[config.mk]
export PLATFORM = sky130hd
export DESIGN_NAME = bc_texture_block_decoder
export DESIGN_NICKNAME = d
export VERILOG_FILES = /design/src/design/bctd_pkg.sv /design/src/design/bctd_seq.sv /design/src/design/bctd_decode.sv /design/src/design/bc_texture_block_decoder.sv
export SDC_FILE = /design/constraint.sdc
export NUM_CORES = 2
export LEC_CHECK = 0
export ABC_AREA = 1
export BUFFER_PORTS_ARGS = -buffer_cell sky130_fd_sc_hd__buf_4
export CAP_MARGIN = 20
export CORE_UTILIZATION = 60
export CTS_BUF_LIST = sky130_fd_sc_hd__clkbuf_8 sky130_fd_sc_hd__clkbuf_16
export DETAILED_ROUTE_END_ITERATION = 12
export PLACE_DENSITY = 0.79
export SETUP_SLACK_MARGIN = 0.4
export SLEW_MARGIN = 25
export SYNTH_ARGS = -nofsm -noshare
export SYNTH_HDL_FRONTEND = slang
export SYNTH_SLANG_ARGS = --single-unit
[constraint.sdc]
create_clock -name clk_i -period 12.2 [get_ports clk_i]
set_input_delay 1.22 -clock clk_i [delete_from_list [all_inputs] [get_ports clk_i]]
set_output_delay 1.22 -clock clk_i [all_outputs]
set_load 0.02 [all_outputs]
[src/design/bctd_pkg.sv]
// Shared types, codes and divide-by-constant helpers for the BC1-BC5 block decoder.
package bctd_pkg;

  localparam int unsigned DEFAULT_MAX_SIDE = 16384;

  localparam int CFG_IDX_W = 2;
  localparam int CFG_DATA_W = 15;
  localparam int FMT_W = 3;
  localparam int DIM_W = 15;
  localparam int BPOS_W = 12;
  localparam int PIX_W = 14;

  localparam logic [CFG_IDX_W-1:0] CFG_FORMAT = 2'd0;
  localparam logic [CFG_IDX_W-1:0] CFG_WIDTH  = 2'd1;
  localparam logic [CFG_IDX_W-1:0] CFG_HEIGHT = 2'd2;

  localparam logic [FMT_W-1:0] FMT_BC1 = 3'd0;
  localparam logic [FMT_W-1:0] FMT_BC2 = 3'd1;
  localparam logic [FMT_W-1:0] FMT_BC3 = 3'd2;
  localparam logic [FMT_W-1:0] FMT_BC4 = 3'd3;
  localparam logic [FMT_W-1:0] FMT_BC5 = 3'd4;

  localparam logic [FMT_W-1:0] RESET_FORMAT = FMT_BC1;
  localparam logic [DIM_W-1:0] RESET_WIDTH  = 15'd4;
  localparam logic [DIM_W-1:0] RESET_HEIGHT = 15'd4;

  // Alpha ramp operation after the numerator stage
  localparam logic [1:0] RAMP_DIRECT = 2'd0;
  localparam logic [1:0] RAMP_DIV7   = 2'd1;
  localparam logic [1:0] RAMP_DIV5   = 2'd2;

  typedef struct packed {
    logic [7:0] a0;
    logic [7:0] a1;
    logic [2:0] k;
  } ramp_t;

  // One texel slot as issued by the sequencer
  typedef struct packed {
    logic             last;
    logic [FMT_W-1:0] fmt;
    logic [PIX_W-1:0] px;
    logic [PIX_W-1:0] py;
    logic [15:0]      c0;
    logic [15:0]      c1;
    logic [1:0]       cidx;
    logic [3:0]       nib;
    ramp_t            ra;
    ramp_t            rb;
  } texel_t;

  // Numerators ready for the divide stage
  typedef struct packed {
    logic             last;
    logic [FMT_W-1:0] fmt;
    logic [PIX_W-1:0] px;
    logic [PIX_W-1:0] py;
    logic [2:0][9:0]  cnum;
    logic [2:0]       cdiv;
    logic [10:0]      anum;
    logic [1:0]       aop;
    logic [10:0]      bnum;
    logic [1:0]       bop;
    logic [7:0]       nib_alpha;
  } numer_t;

  // floor(x/3) for x <= 767
  function automatic logic [7:0] div3(input logic [9:0] x);
    logic [19:0] p;
    p = 20'(x) * 20'd683;
    return p[18:11];
  endfunction

  // floor(x/7) for x <= 1785
  function automatic logic [7:0] div7(input logic [10:0] x);
    logic [22:0] p;
    p = 23'(x) * 23'd2341;
    return p[21:14];
  endfunction

  // floor(x/5) for x <= 1275
  function automatic logic [7:0] div5(input logic [10:0] x);
    logic [22:0] p;
    p = 23'(x) * 23'd3277;
    return p[21:14];
  endfunction

endpackage

[src/design/bctd_seq.sv]
// Block holding register and texel sequencer: issues one texel slot per cycle while adv_i is high.
module bctd_seq #(
  parameter int unsigned MAX_IMAGE_SIDE = bctd_pkg::DEFAULT_MAX_SIDE
) (
  input  logic                          clk_i,
  input  logic                          rst_ni,
  input  logic                          in_valid_i,
  output logic                          in_stall_o,
  input  logic [63:0]                   block_first_word_i,
  input  logic [63:0]                   block_second_word_i,
  input  logic [bctd_pkg::BPOS_W-1:0]   block_column_i,
  input  logic [bctd_pkg::BPOS_W-1:0]   block_row_i,
  input  logic [bctd_pkg::FMT_W-1:0]    fmt_i,
  input  logic [bctd_pkg::DIM_W-1:0]    width_i,
  input  logic [bctd_pkg::DIM_W-1:0]    height_i,
  input  logic                          adv_i,
  output logic                          slot_valid_o,
  output bctd_pkg::texel_t              slot_o
);

  localparam int SIDE_W = $clog2(MAX_IMAGE_SIDE + 1);
  localparam int LIM_W = (SIDE_W > bctd_pkg::DIM_W) ? SIDE_W : bctd_pkg::DIM_W;
  localparam logic [LIM_W-1:0] SideMax = LIM_W'(MAX_IMAGE_SIDE);

  logic                         busy_q, busy_d;
  logic [3:0]                   n_q, n_d;
  logic [15:0]                  mask_q, mask_d;
  logic [63:0]                  w0_q, w1_q;
  logic [bctd_pkg::BPOS_W-1:0]  col_q, row_q;
  logic [bctd_pkg::FMT_W-1:0]   fmt_q;

  logic [LIM_W-1:0] wlim, hlim, wext, hext;
  logic [3:0]       col_ok, row_ok;
  logic             fmt_ok, load, done;
  logic [15:0]      rest;
  logic [63:0]      cw;
  logic [31:0]      cbits;
  logic [63:0]      nibs;
  logic [47:0]      codes_a, codes_b;

  always_comb begin
    wext = LIM_W'(width_i);
    hext = LIM_W'(height_i);
    wlim = (wext < SideMax) ? wext : SideMax;
    hlim = (hext < SideMax) ? hext : SideMax;
    for (int i = 0; i < 4; i++) begin
      col_ok[i] = LIM_W'({block_column_i, 2'(i)}) < wlim;
      row_ok[i] = LIM_W'({block_row_i, 2'(i)}) < hlim;
    end
    fmt_ok = (fmt_i <= bctd_pkg::FMT_BC5);
    for (int n = 0; n < 16; n++) begin
      mask_d[n] = fmt_ok & col_ok[n % 4] & row_ok[n / 4];
    end
  end

  // Current slot is the block's final one when no in-image texel lies above it
  assign rest = mask_q >> n_q;
  assign done = (rest[15:1] == 15'd0);
  assign in_stall_o = busy_q & ~(adv_i & done);
  assign load = in_valid_i & ~in_stall_o;

  always_comb begin
    busy_d = busy_q;
    n_d = n_q;
    if (busy_q && adv_i) begin
      if (done) begin
        busy_d = 1'b0;
      end else begin
        n_d = n_q + 4'd1;
      end
    end
    if (load) begin
      busy_d = 1'b1;
      n_d = 4'd0;
    end
  end

  always_ff @(posedge clk_i or negedge rst_ni) begin
    if (!rst_ni) begin
      busy_q <= 1'b0;
      n_q <= 4'd0;
    end else begin
      busy_q <= busy_d;
      n_q <= n_d;
    end
  end

  always_ff @(posedge clk_i) begin
    if (load) begin
      mask_q <= mask_d;
      w0_q <= block_first_word_i;
      w1_q <= block_second_word_i;
      col_q <= block_column_i;
      row_q <= block_row_i;
      fmt_q <= fmt_i;
    end
  end

  always_comb begin
    cw = (fmt_q == bctd_pkg::FMT_BC1) ? w0_q : w1_q;
    cbits = cw[63:32] >> {n_q, 1'b0};
    nibs = w0_q >> {n_q, 2'b00};
    codes_a = w0_q[63:16] >> (6'(n_q) * 6'd3);
    codes_b = w1_q[63:16] >> (6'(n_q) * 6'd3);

    slot_valid_o = busy_q & rest[0];
    slot_o.last = done;
    slot_o.fmt = fmt_q;
    slot_o.px = {col_q, n_q[1:0]};
    slot_o.py = {row_q, n_q[3:2]};
    slot_o.c0 = cw[15:0];
    slot_o.c1 = cw[31:16];
    slot_o.cidx = cbits[1:0];
    slot_o.nib = nibs[3:0];
    slot_o.ra.a0 = w0_q[7:0];
    slot_o.ra.a1 = w0_q[15:8];
    slot_o.ra.k = codes_a[2:0];
    slot_o.rb.a0 = w1_q[7:0];
    slot_o.rb.a1 = w1_q[15:8];
    slot_o.rb.k = codes_b[2:0];
  end

endmodule

[src/design/bctd_decode.sv]
// Three-stage texel decode pipeline: capture, numerators, divide and channel select.
module bctd_decode (
  input  logic                        clk_i,
  input  logic                        rst_ni,
  input  logic                        slot_valid_i,
  input  bctd_pkg::texel_t            slot_i,
  output logic                        adv_o,
  output logic                        out_valid_o,
  input  logic                        out_stall_i,
  output logic [bctd_pkg::PIX_W-1:0]  pixel_x_o,
  output logic [bctd_pkg::PIX_W-1:0]  pixel_y_o,
  output logic [7:0]                  red_o,
  output logic [7:0]                  green_o,
  output logic [7:0]                  blue_o,
  output logic [7:0]                  alpha_o,
  output logic                        last_texel_o
);

  logic             v1_q, v2_q, v3_q;
  bctd_pkg::texel_t s1_q;
  bctd_pkg::numer_t s2_q, s2_d;
  logic [bctd_pkg::PIX_W-1:0] px3_q, py3_q;
  logic [7:0]       r3_q, g3_q, b3_q, a3_q, r3_d, g3_d, b3_d, a3_d;
  logic             last3_q;

  // Hold every stage while the output item waits
  assign adv_o = ~(v3_q & out_stall_i);

  function automatic logic [7:0] expand(input logic [15:0] c, input int ch);
    logic [7:0] e;
    case (ch)
      0: e = {c[15:11], 3'b000};
      1: e = {c[10:5], 2'b00};
      default: e = {c[4:0], 3'b000};
    endcase
    return e;
  endfunction

  function automatic logic [12:0] ramp_num(input bctd_pkg::ramp_t r);
    logic [2:0]  wa, wb;
    logic [10:0] num;
    logic [1:0]  op;
    wa = (r.a0 > r.a1) ? (3'd0 - r.k) : (3'd6 - r.k);
    wb = r.k - 3'd1;
    num = 11'(wa) * 11'(r.a0) + 11'(wb) * 11'(r.a1);
    op = (r.a0 > r.a1) ? bctd_pkg::RAMP_DIV7 : bctd_pkg::RAMP_DIV5;
    if (r.k == 3'd0) begin
      num = 11'(r.a0);
      op = bctd_pkg::RAMP_DIRECT;
    end else if (r.k == 3'd1) begin
      num = 11'(r.a1);
      op = bctd_pkg::RAMP_DIRECT;
    end else if (r.a0 <= r.a1 && r.k == 3'd6) begin
      num = 11'd0;
      op = bctd_pkg::RAMP_DIRECT;
    end else if (r.a0 <= r.a1 && r.k == 3'd7) begin
      num = 11'd255;
      op = bctd_pkg::RAMP_DIRECT;
    end
    return {op, num};
  endfunction

  function automatic logic [7:0] ramp_div(input logic [10:0] num, input logic [1:0] op);
    logic [7:0] v;
    case (op)
      bctd_pkg::RAMP_DIV7: v = bctd_pkg::div7(num);
      bctd_pkg::RAMP_DIV5: v = bctd_pkg::div5(num);
      default: v = num[7:0];
    endcase
    return v;
  endfunction

  // Stage 2 input: endpoint expansion and numerators
  always_comb begin
    logic [7:0]  e0, e1;
    logic        three;
    logic [12:0] ra, rb;
    three = (s1_q.fmt == bctd_pkg::FMT_BC1) && (s1_q.c0 <= s1_q.c1);
    s2_d.last = s1_q.last;
    s2_d.fmt = s1_q.fmt;
    s2_d.px = s1_q.px;
    s2_d.py = s1_q.py;
    for (int ch = 0; ch < 3; ch++) begin
      e0 = expand(s1_q.c0, ch);
      e1 = expand(s1_q.c1, ch);
      s2_d.cdiv[ch] = 1'b0;
      case (s1_q.cidx)
        2'd0: s2_d.cnum[ch] = 10'(e0);
        2'd1: s2_d.cnum[ch] = 10'(e1);
        2'd2: begin
          if (three) begin
            s2_d.cnum[ch] = (10'(e0) + 10'(e1) + 10'd1) >> 1;
          end else begin
            s2_d.cnum[ch] = {1'b0, e0, 1'b0} + 10'(e1) + 10'd1;
            s2_d.cdiv[ch] = 1'b1;
          end
        end
        default: begin
          if (three) begin
            s2_d.cnum[ch] = 10'd0;
          end else begin
            s2_d.cnum[ch] = 10'(e0) + {1'b0, e1, 1'b0} + 10'd1;
            s2_d.cdiv[ch] = 1'b1;
          end
        end
      endcase
    end
    ra = ramp_num(s1_q.ra);
    rb = ramp_num(s1_q.rb);
    s2_d.anum = ra[10:0];
    s2_d.aop = ra[12:11];
    s2_d.bnum = rb[10:0];
    s2_d.bop = rb[12:11];
    s2_d.nib_alpha = {s1_q.nib, s1_q.nib};
  end

  // Stage 3 input: divide and route channels by format
  always_comb begin
    logic [2:0][7:0] rgb;
    logic [7:0]      ava, bva;
    for (int ch = 0; ch < 3; ch++) begin
      rgb[ch] = s2_q.cdiv[ch] ? bctd_pkg::div3(s2_q.cnum[ch]) : s2_q.cnum[ch][7:0];
    end
    ava = ramp_div(s2_q.anum, s2_q.aop);
    bva = ramp_div(s2_q.bnum, s2_q.bop);
    r3_d = rgb[0];
    g3_d = rgb[1];
    b3_d = rgb[2];
    a3_d = 8'd255;
    case (s2_q.fmt)
      bctd_pkg::FMT_BC1: a3_d = 8'd255;
      bctd_pkg::FMT_BC2: a3_d = s2_q.nib_alpha;
      bctd_pkg::FMT_BC3: a3_d = ava;
      bctd_pkg::FMT_BC4: begin
        r3_d = ava;
        g3_d = 8'd0;
        b3_d = 8'd0;
      end
      bctd_pkg::FMT_BC5: begin
        r3_d = bva;
        g3_d = ava;
        b3_d = 8'd0;
      end
      default: begin
        r3_d = 8'd0;
        g3_d = 8'd0;
        b3_d = 8'd0;
      end
    endcase
  end

  always_ff @(posedge clk_i or negedge rst_ni) begin
    if (!rst_ni) begin
      v1_q <= 1'b0;
      v2_q <= 1'b0;
      v3_q <= 1'b0;
    end else if (adv_o) begin
      v1_q <= slot_valid_i;
      v2_q <= v1_q;
      v3_q <= v2_q;
    end
  end

  always_ff @(posedge clk_i) begin
    if (adv_o) begin
      s1_q <= slot_i;
      s2_q <= s2_d;
      px3_q <= s2_q.px;
      py3_q <= s2_q.py;
      r3_q <= r3_d;
      g3_q <= g3_d;
      b3_q <= b3_d;
      a3_q <= a3_d;
      last3_q <= s2_q.last;
    end
  end

  assign out_valid_o = v3_q;
  assign pixel_x_o = px3_q;
  assign pixel_y_o = py3_q;
  assign red_o = r3_q;
  assign green_o = g3_q;
  assign blue_o = b3_q;
  assign alpha_o = a3_q;
  assign last_texel_o = last3_q;

endmodule

[src/design/bc_texture_block_decoder.sv]
// Top level of the BC1-BC5 block decoder: configuration registers and pipeline.
// Each accepted item is one compressed 4x4 block; it yields its in-image texels in
// row order, with last_texel_o set on the final one. A block occupies the texel
// sequencer from its first slot up to its last in-image texel (all sixteen slots
// for a block wholly inside the image, fewer at the right or bottom edge, only the
// first slot when nothing is emitted), and the next block is accepted in the cycle
// the current block's last slot issues, so blocks stream with no gap. Texels pass
// the capture, numerator and divide registers; a stall on the output holds the whole
// pipeline in place. Write configuration only while the decoder is idle.
module bc_texture_block_decoder #(
  parameter int unsigned MAX_IMAGE_SIDE = bctd_pkg::DEFAULT_MAX_SIDE
) (
  input  logic                            clk_i,
  input  logic                            rst_ni,
  input  logic                            cfg_valid_i,
  output logic                            cfg_ready_o,
  input  logic [bctd_pkg::CFG_IDX_W-1:0]  cfg_index_i,
  input  logic [bctd_pkg::CFG_DATA_W-1:0] cfg_data_i,
  input  logic                            in_valid_i,
  output logic                            in_stall_o,
  input  logic [63:0]                     block_first_word_i,
  input  logic [63:0]                     block_second_word_i,
  input  logic [bctd_pkg::BPOS_W-1:0]     block_column_i,
  input  logic [bctd_pkg::BPOS_W-1:0]     block_row_i,
  output logic                            out_valid_o,
  input  logic                            out_stall_i,
  output logic [bctd_pkg::PIX_W-1:0]      pixel_x_o,
  output logic [bctd_pkg::PIX_W-1:0]      pixel_y_o,
  output logic [7:0]                      red_o,
  output logic [7:0]                      green_o,
  output logic [7:0]                      blue_o,
  output logic [7:0]                      alpha_o,
  output logic                            last_texel_o
);

  logic [bctd_pkg::FMT_W-1:0] fmt_q;
  logic [bctd_pkg::DIM_W-1:0] width_q, height_q;
  logic                       adv;
  logic                       slot_valid;
  bctd_pkg::texel_t           slot;

  assign cfg_ready_o = 1'b1;

  always_ff @(posedge clk_i or negedge rst_ni) begin
    if (!rst_ni) begin
      fmt_q <= bctd_pkg::RESET_FORMAT;
      width_q <= bctd_pkg::RESET_WIDTH;
      height_q <= bctd_pkg::RESET_HEIGHT;
    end else if (cfg_valid_i && cfg_ready_o) begin
      case (cfg_index_i)
        bctd_pkg::CFG_FORMAT: fmt_q <= cfg_data_i[bctd_pkg::FMT_W-1:0];
        bctd_pkg::CFG_WIDTH: width_q <= cfg_data_i[bctd_pkg::DIM_W-1:0];
        bctd_pkg::CFG_HEIGHT: height_q <= cfg_data_i[bctd_pkg::DIM_W-1:0];
        default: ;
      endcase
    end
  end

  bctd_seq #(
    .MAX_IMAGE_SIDE(MAX_IMAGE_SIDE)
  ) u_seq (
    .clk_i              (clk_i),
    .rst_ni             (rst_ni),
    .in_valid_i         (in_valid_i),
    .in_stall_o         (in_stall_o),
    .block_first_word_i (block_first_word_i),
    .block_second_word_i(block_second_word_i),
    .block_column_i     (block_column_i),
    .block_row_i        (block_row_i),
    .fmt_i              (fmt_q),
    .width_i            (width_q),
    .height_i           (height_q),
    .adv_i              (adv),
    .slot_valid_o       (slot_valid),
    .slot_o             (slot)
  );

  bctd_decode u_decode (
    .clk_i       (clk_i),
    .rst_ni      (rst_ni),
    .slot_valid_i(slot_valid),
    .slot_i      (slot),
    .adv_o       (adv),
    .out_valid_o (out_valid_o),
    .out_stall_i (out_stall_i),
    .pixel_x_o   (pixel_x_o),
    .pixel_y_o   (pixel_y_o),
    .red_o       (red_o),
    .green_o     (green_o),
    .blue_o      (blue_o),
    .alpha_o     (alpha_o),
    .last_texel_o(last_texel_o)
  );

endmodule

==> impl_metrics.csv <==
group,metric,value,unit
run_status,status,"completed",
die,ios,238,
synthesis,ys_seq_area_frac,0.3587,
synthesis,yosysWarnings,0,
clock_tree,postCtsSetupBuffers,0,
clock_tree,cts_inserted_buffers,49,
clock_tree,cts.clk_slew.worst_paths,0.06,ns
place,gp_congestion,0.9591,
global_route,overflow,0,
synthesis,synth_mux_area_frac,0.0002581,
timing,slew_viol_final,0,
min_path,min_path_type,"reg2reg",
critical_path,crit_chain,"inv_1, ha_1, ha_1, o21ai_0, nor2_1, fa_1, inv_1, fa_1, fa_1, inv_1, fa_1, nand3_1, nand2_1, nand2_1, nand2_1, a21oi_1, nor2_1, o21ai_1, nand2_1, or2_1, a21oi_1",
critical_path,worstPathRequired,12.65,ns
timing,setup_viol,0,
timing,slew_headroom,0.3380,
die,dieArea,65660,sq um
drt,drc_errors,0,
global_route,grt_pass1_wl,149800,um
synthesis,synth-compound-area-share,0.09021,
timing,min_period,5.592,ns
clock_tree,clock_sinks,470,
global_route,grt_max_degree,105,
synthesis,synth.area.top_cells,"edfxtp_1 (33%), ha_1 (18%), fa_1 (11%)",
die,die_w,256.2,um
clock_tree,cts_tree,"done",
die,start_util,0.6115,
drt,via_per_inst,5.578,
critical_path,path_delay_family,"adder cells",
timing,hold_viol,0,
die,dieHeight,256.2,um
clock_tree,hold_buffers,0,
cells_and_area,areaGrowthSynthToFinish,10.48,%
die,core_area,63430,sq um
cells_and_area,drive_gt1_frac,0.08180,
critical_path,cp_slowest_cell,"edfxtp_1",
critical_path,crit_path_end_kind,"flip-flop",
synthesis,synth_top_family_by_area,"adder cells",
place,portBuffers,236,
critical_path,start_kind,"flip-flop",
cells_and_area,final_nets,5406,
synthesis,ys_ff_latch,470,
synthesis,yosys.area_share.adder,0.2900,
drt,drt_wl_total,93210,um
clock_tree,clock-root-buffer,"clkbuf_16",
timing,fmax,178.8,MHz
synthesis,synth_top_area_frac,0.3322,
timing,rsz0062_at_grt,"false",
clock_tree,h-tree-depth,2,
drt,wire_per_inst,17.44,um
synthesis,syn_inst,4243,
synthesis,synth_edf_count,429,
cells_and_area,antennaDiodeCount,0,
synthesis,synth_ff_type,"edfxtp_1",
timing,clock_skew,0.02984,ns
synthesis,synth_area_per_cell,9.140,sq um
clock_tree,cts_buffer_depth,3,
critical_path,worst-setup-path-type,"reg2reg",
global_route,grt_use_total,0.2845,
timing,finalCritPeriodShare,0.4583,
synthesis,syn_area,38780,sq um
synthesis,synth-async-reset-ratio,0.08723,
drt,vias,29814,
place,dpl.hpwl,74530,um
global_route,antenna_found_initial,0,
critical_path,crit_fanout,14,
timing,tns,0,ns
synthesis,yosys.area.top_type,"edfxtp_1",
synthesis,yosys.area_share.xor_xnor,0.01400,
synthesis,synthSimpleGateAreaFrac,0.1607,
clock_tree,post_cts_resized,0,
drt,firstDrtPassIters,6,
critical_path,worstPathArrival,6.04,ns
critical_path,slowest_delay,0.66,ns
drt,ant_nets,0,
synthesis,synthDistinctLibCells,64,
die,num_rows,92,
clock_tree,insertion_delay,0.61,ns
critical_path,cp.buffers_inverters,3,
run,drv_cap,0,
timing,whs,0.4120,ns
global_route,grt_pass1_vias,29304,
timing,tightest_slew,0.9854,ns
drt,drt_iter0_drc,2418,
-- registers in the layout, indices dropped and copies added (netlist names), 3 cells and up --
| name | count |
|---|---|
| u_decode.s1_q | 108 |
| fmt_q | 3 |
| u_decode.pixel_y_o | 14 |
| u_decode.green_o | 8 |
| u_seq.w0_q | 64 |
| u_decode.alpha_o | 8 |
| u_seq.fmt_q | 3 |
| u_decode.blue_o | 8 |
| u_decode.red_o | 8 |
| height_q | 15 |
| u_decode.pixel_x_o | 14 |
| u_seq.mask_q | 16 |
| u_decode.s2_q | 89 |
| u_seq.n_q | 4 |
| u_seq.col_q | 12 |
| width_q | 15 |
| u_seq.w1_q | 64 |
| u_seq.row_q | 12 |
-- path summary, 6_finish.rpt --
check	from	end	slack, ns	depth (start not counted)
worst max-delay path	u_decode.s1_q[0]$_DFFE_PN_	u_decode.s2_q[20]$_SDFFCE_PP0N_	6.61	21
worst min-delay path	u_decode.s2_q[90]$_DFFE_PN_	u_decode.pixel_x_o[9]$_DFFE_PN_	0.41	0
worst max register to register	u_decode.s1_q[0]$_DFFE_PN_	u_decode.s2_q[20]$_SDFFCE_PP0N_	6.61	21
worst min register to register	u_decode.s2_q[90]$_DFFE_PN_	u_decode.pixel_x_o[9]$_DFFE_PN_	0.41	0
max in group asynchronous	rst_ni	u_seq.n_q[0]$_DFFE_PN0P_	11.18	1
min in group asynchronous	rst_ni	u_decode.out_valid_o$_DFFE_PN0N_	0.61	1
-- logic make-up (layout without fill, tap and decap cells) --
group                    count (synthesis)  count (layout)
AO/OA/AOI/OAI                          612             612
XOR/XNOR                                62              62
adder cells (fa/ha/maj)                773             773
buffers and inverters                  853            1108
flip-flops                             470             470
multiplexers                             1               1
other                                    2               3
AND/OR/NAND/NOR                       1470            1470
-- Yosys cell counts (11+ instances only) --
| master | instances |
|---|---|
| a21boi_0 | 15 |
| a21o_1 | 15 |
| a21oi_1 | 226 |
| a31oi_1 | 21 |
| buf_2 | 22 |
| clkbuf_1 | 44 |
| dfrtp_1 | 39 |
| edfxtp_1 | 429 |
| fa_1 | 210 |
| ha_1 | 563 |
| inv_1 | 762 |
| nand2_1 | 796 |
| nand3_1 | 283 |
| nand3b_1 | 17 |
| nand4_1 | 42 |
| nor2_1 | 254 |
| nor3_1 | 34 |
| o211ai_1 | 34 |
| o21a_1 | 11 |
| o21ai_0 | 219 |
| o21bai_1 | 23 |
| or2_2 | 14 |
| xnor2_1 | 26 |
| xor2_1 | 36 |
-- through the flow --
stage,instances,util,area (sq um),setup slack [ns]
6_report,5345,0.6755,42840,6.608
5_1_grt,5345,0.6755,42840,6.231
4_1_cts,5345,0.6754,42840,6.634
3_5_place_dp,5254,0.6510,41290,6.620
3_3_place_gp,5254,0.6510,41290,6.692
2_1_floorplan,4244,-,38790,0.6261
-- cell usage in the layout (no fill, tap or decap), drive strengths merged, types with 3 or more instances in the layout --
master,count
nand2,806
inv,777
ha,563
edfxtp,429
nand3,286
nor2,255
buf,247
a21oi,226
o21ai,224
fa,210
clkbuf,52
nand4,42
dfrtp,39
xor2,36
o211ai,34
nor3,34
xnor2,26
o21bai,23
a31oi,23
clkinv,23
nand3b,17
or2,17
a21boi,15
a21o,15
o21a,11
o311ai,10
clkinvlp,7
o31ai,6
nor4,6
a211oi,5
o22ai,4
and2,3
a221oi,3
a311oi,3
conb,3
-- cell type report --
| type | count | area [sq um] |
|---|---|---|
| timing repair buffer | 247 | 1858 |
| clock buffer | 52 | 1267 |
| sequential | 470 | 13920 |
| inverter | 770 | 2903 |
| fill | 4941 | 20580 |
| clock inverter | 39 | 281.5 |
| multi-input combinational | 2921 | 21560 |
| tap | 846 | 1059 |
-- layer usage --
| layer | global-route usage | wire (um) | vias to the layer above |
|---|---|---|---|
| met5 | 0 | 0 | - |
| li1 | - | - | 14567 |
| met4 | 0.07984 | 2595 | 0 |
| met2 | 0.4788 | 44280 | 967 |
| met1 | 0.3865 | 40410 | 14123 |
| met3 | 0.03697 | 5925 | 157 |
-- worst register-to-register path, delay by kind of cell (launching register included) --
family / cells / cell delay (ns)
adders and majority gates: 6 / 2.62
AOI/OAI and AO/OA: 4 / 1.01
and+or+nand+nor: 8 / 0.77
DFF: 1 / 0.66
buffers and inverters: 3 / 0.41
Power is left out: the tool's default activity adds up to more than one toggle a clock period on the data nets, which glitch-free logic cannot reach.
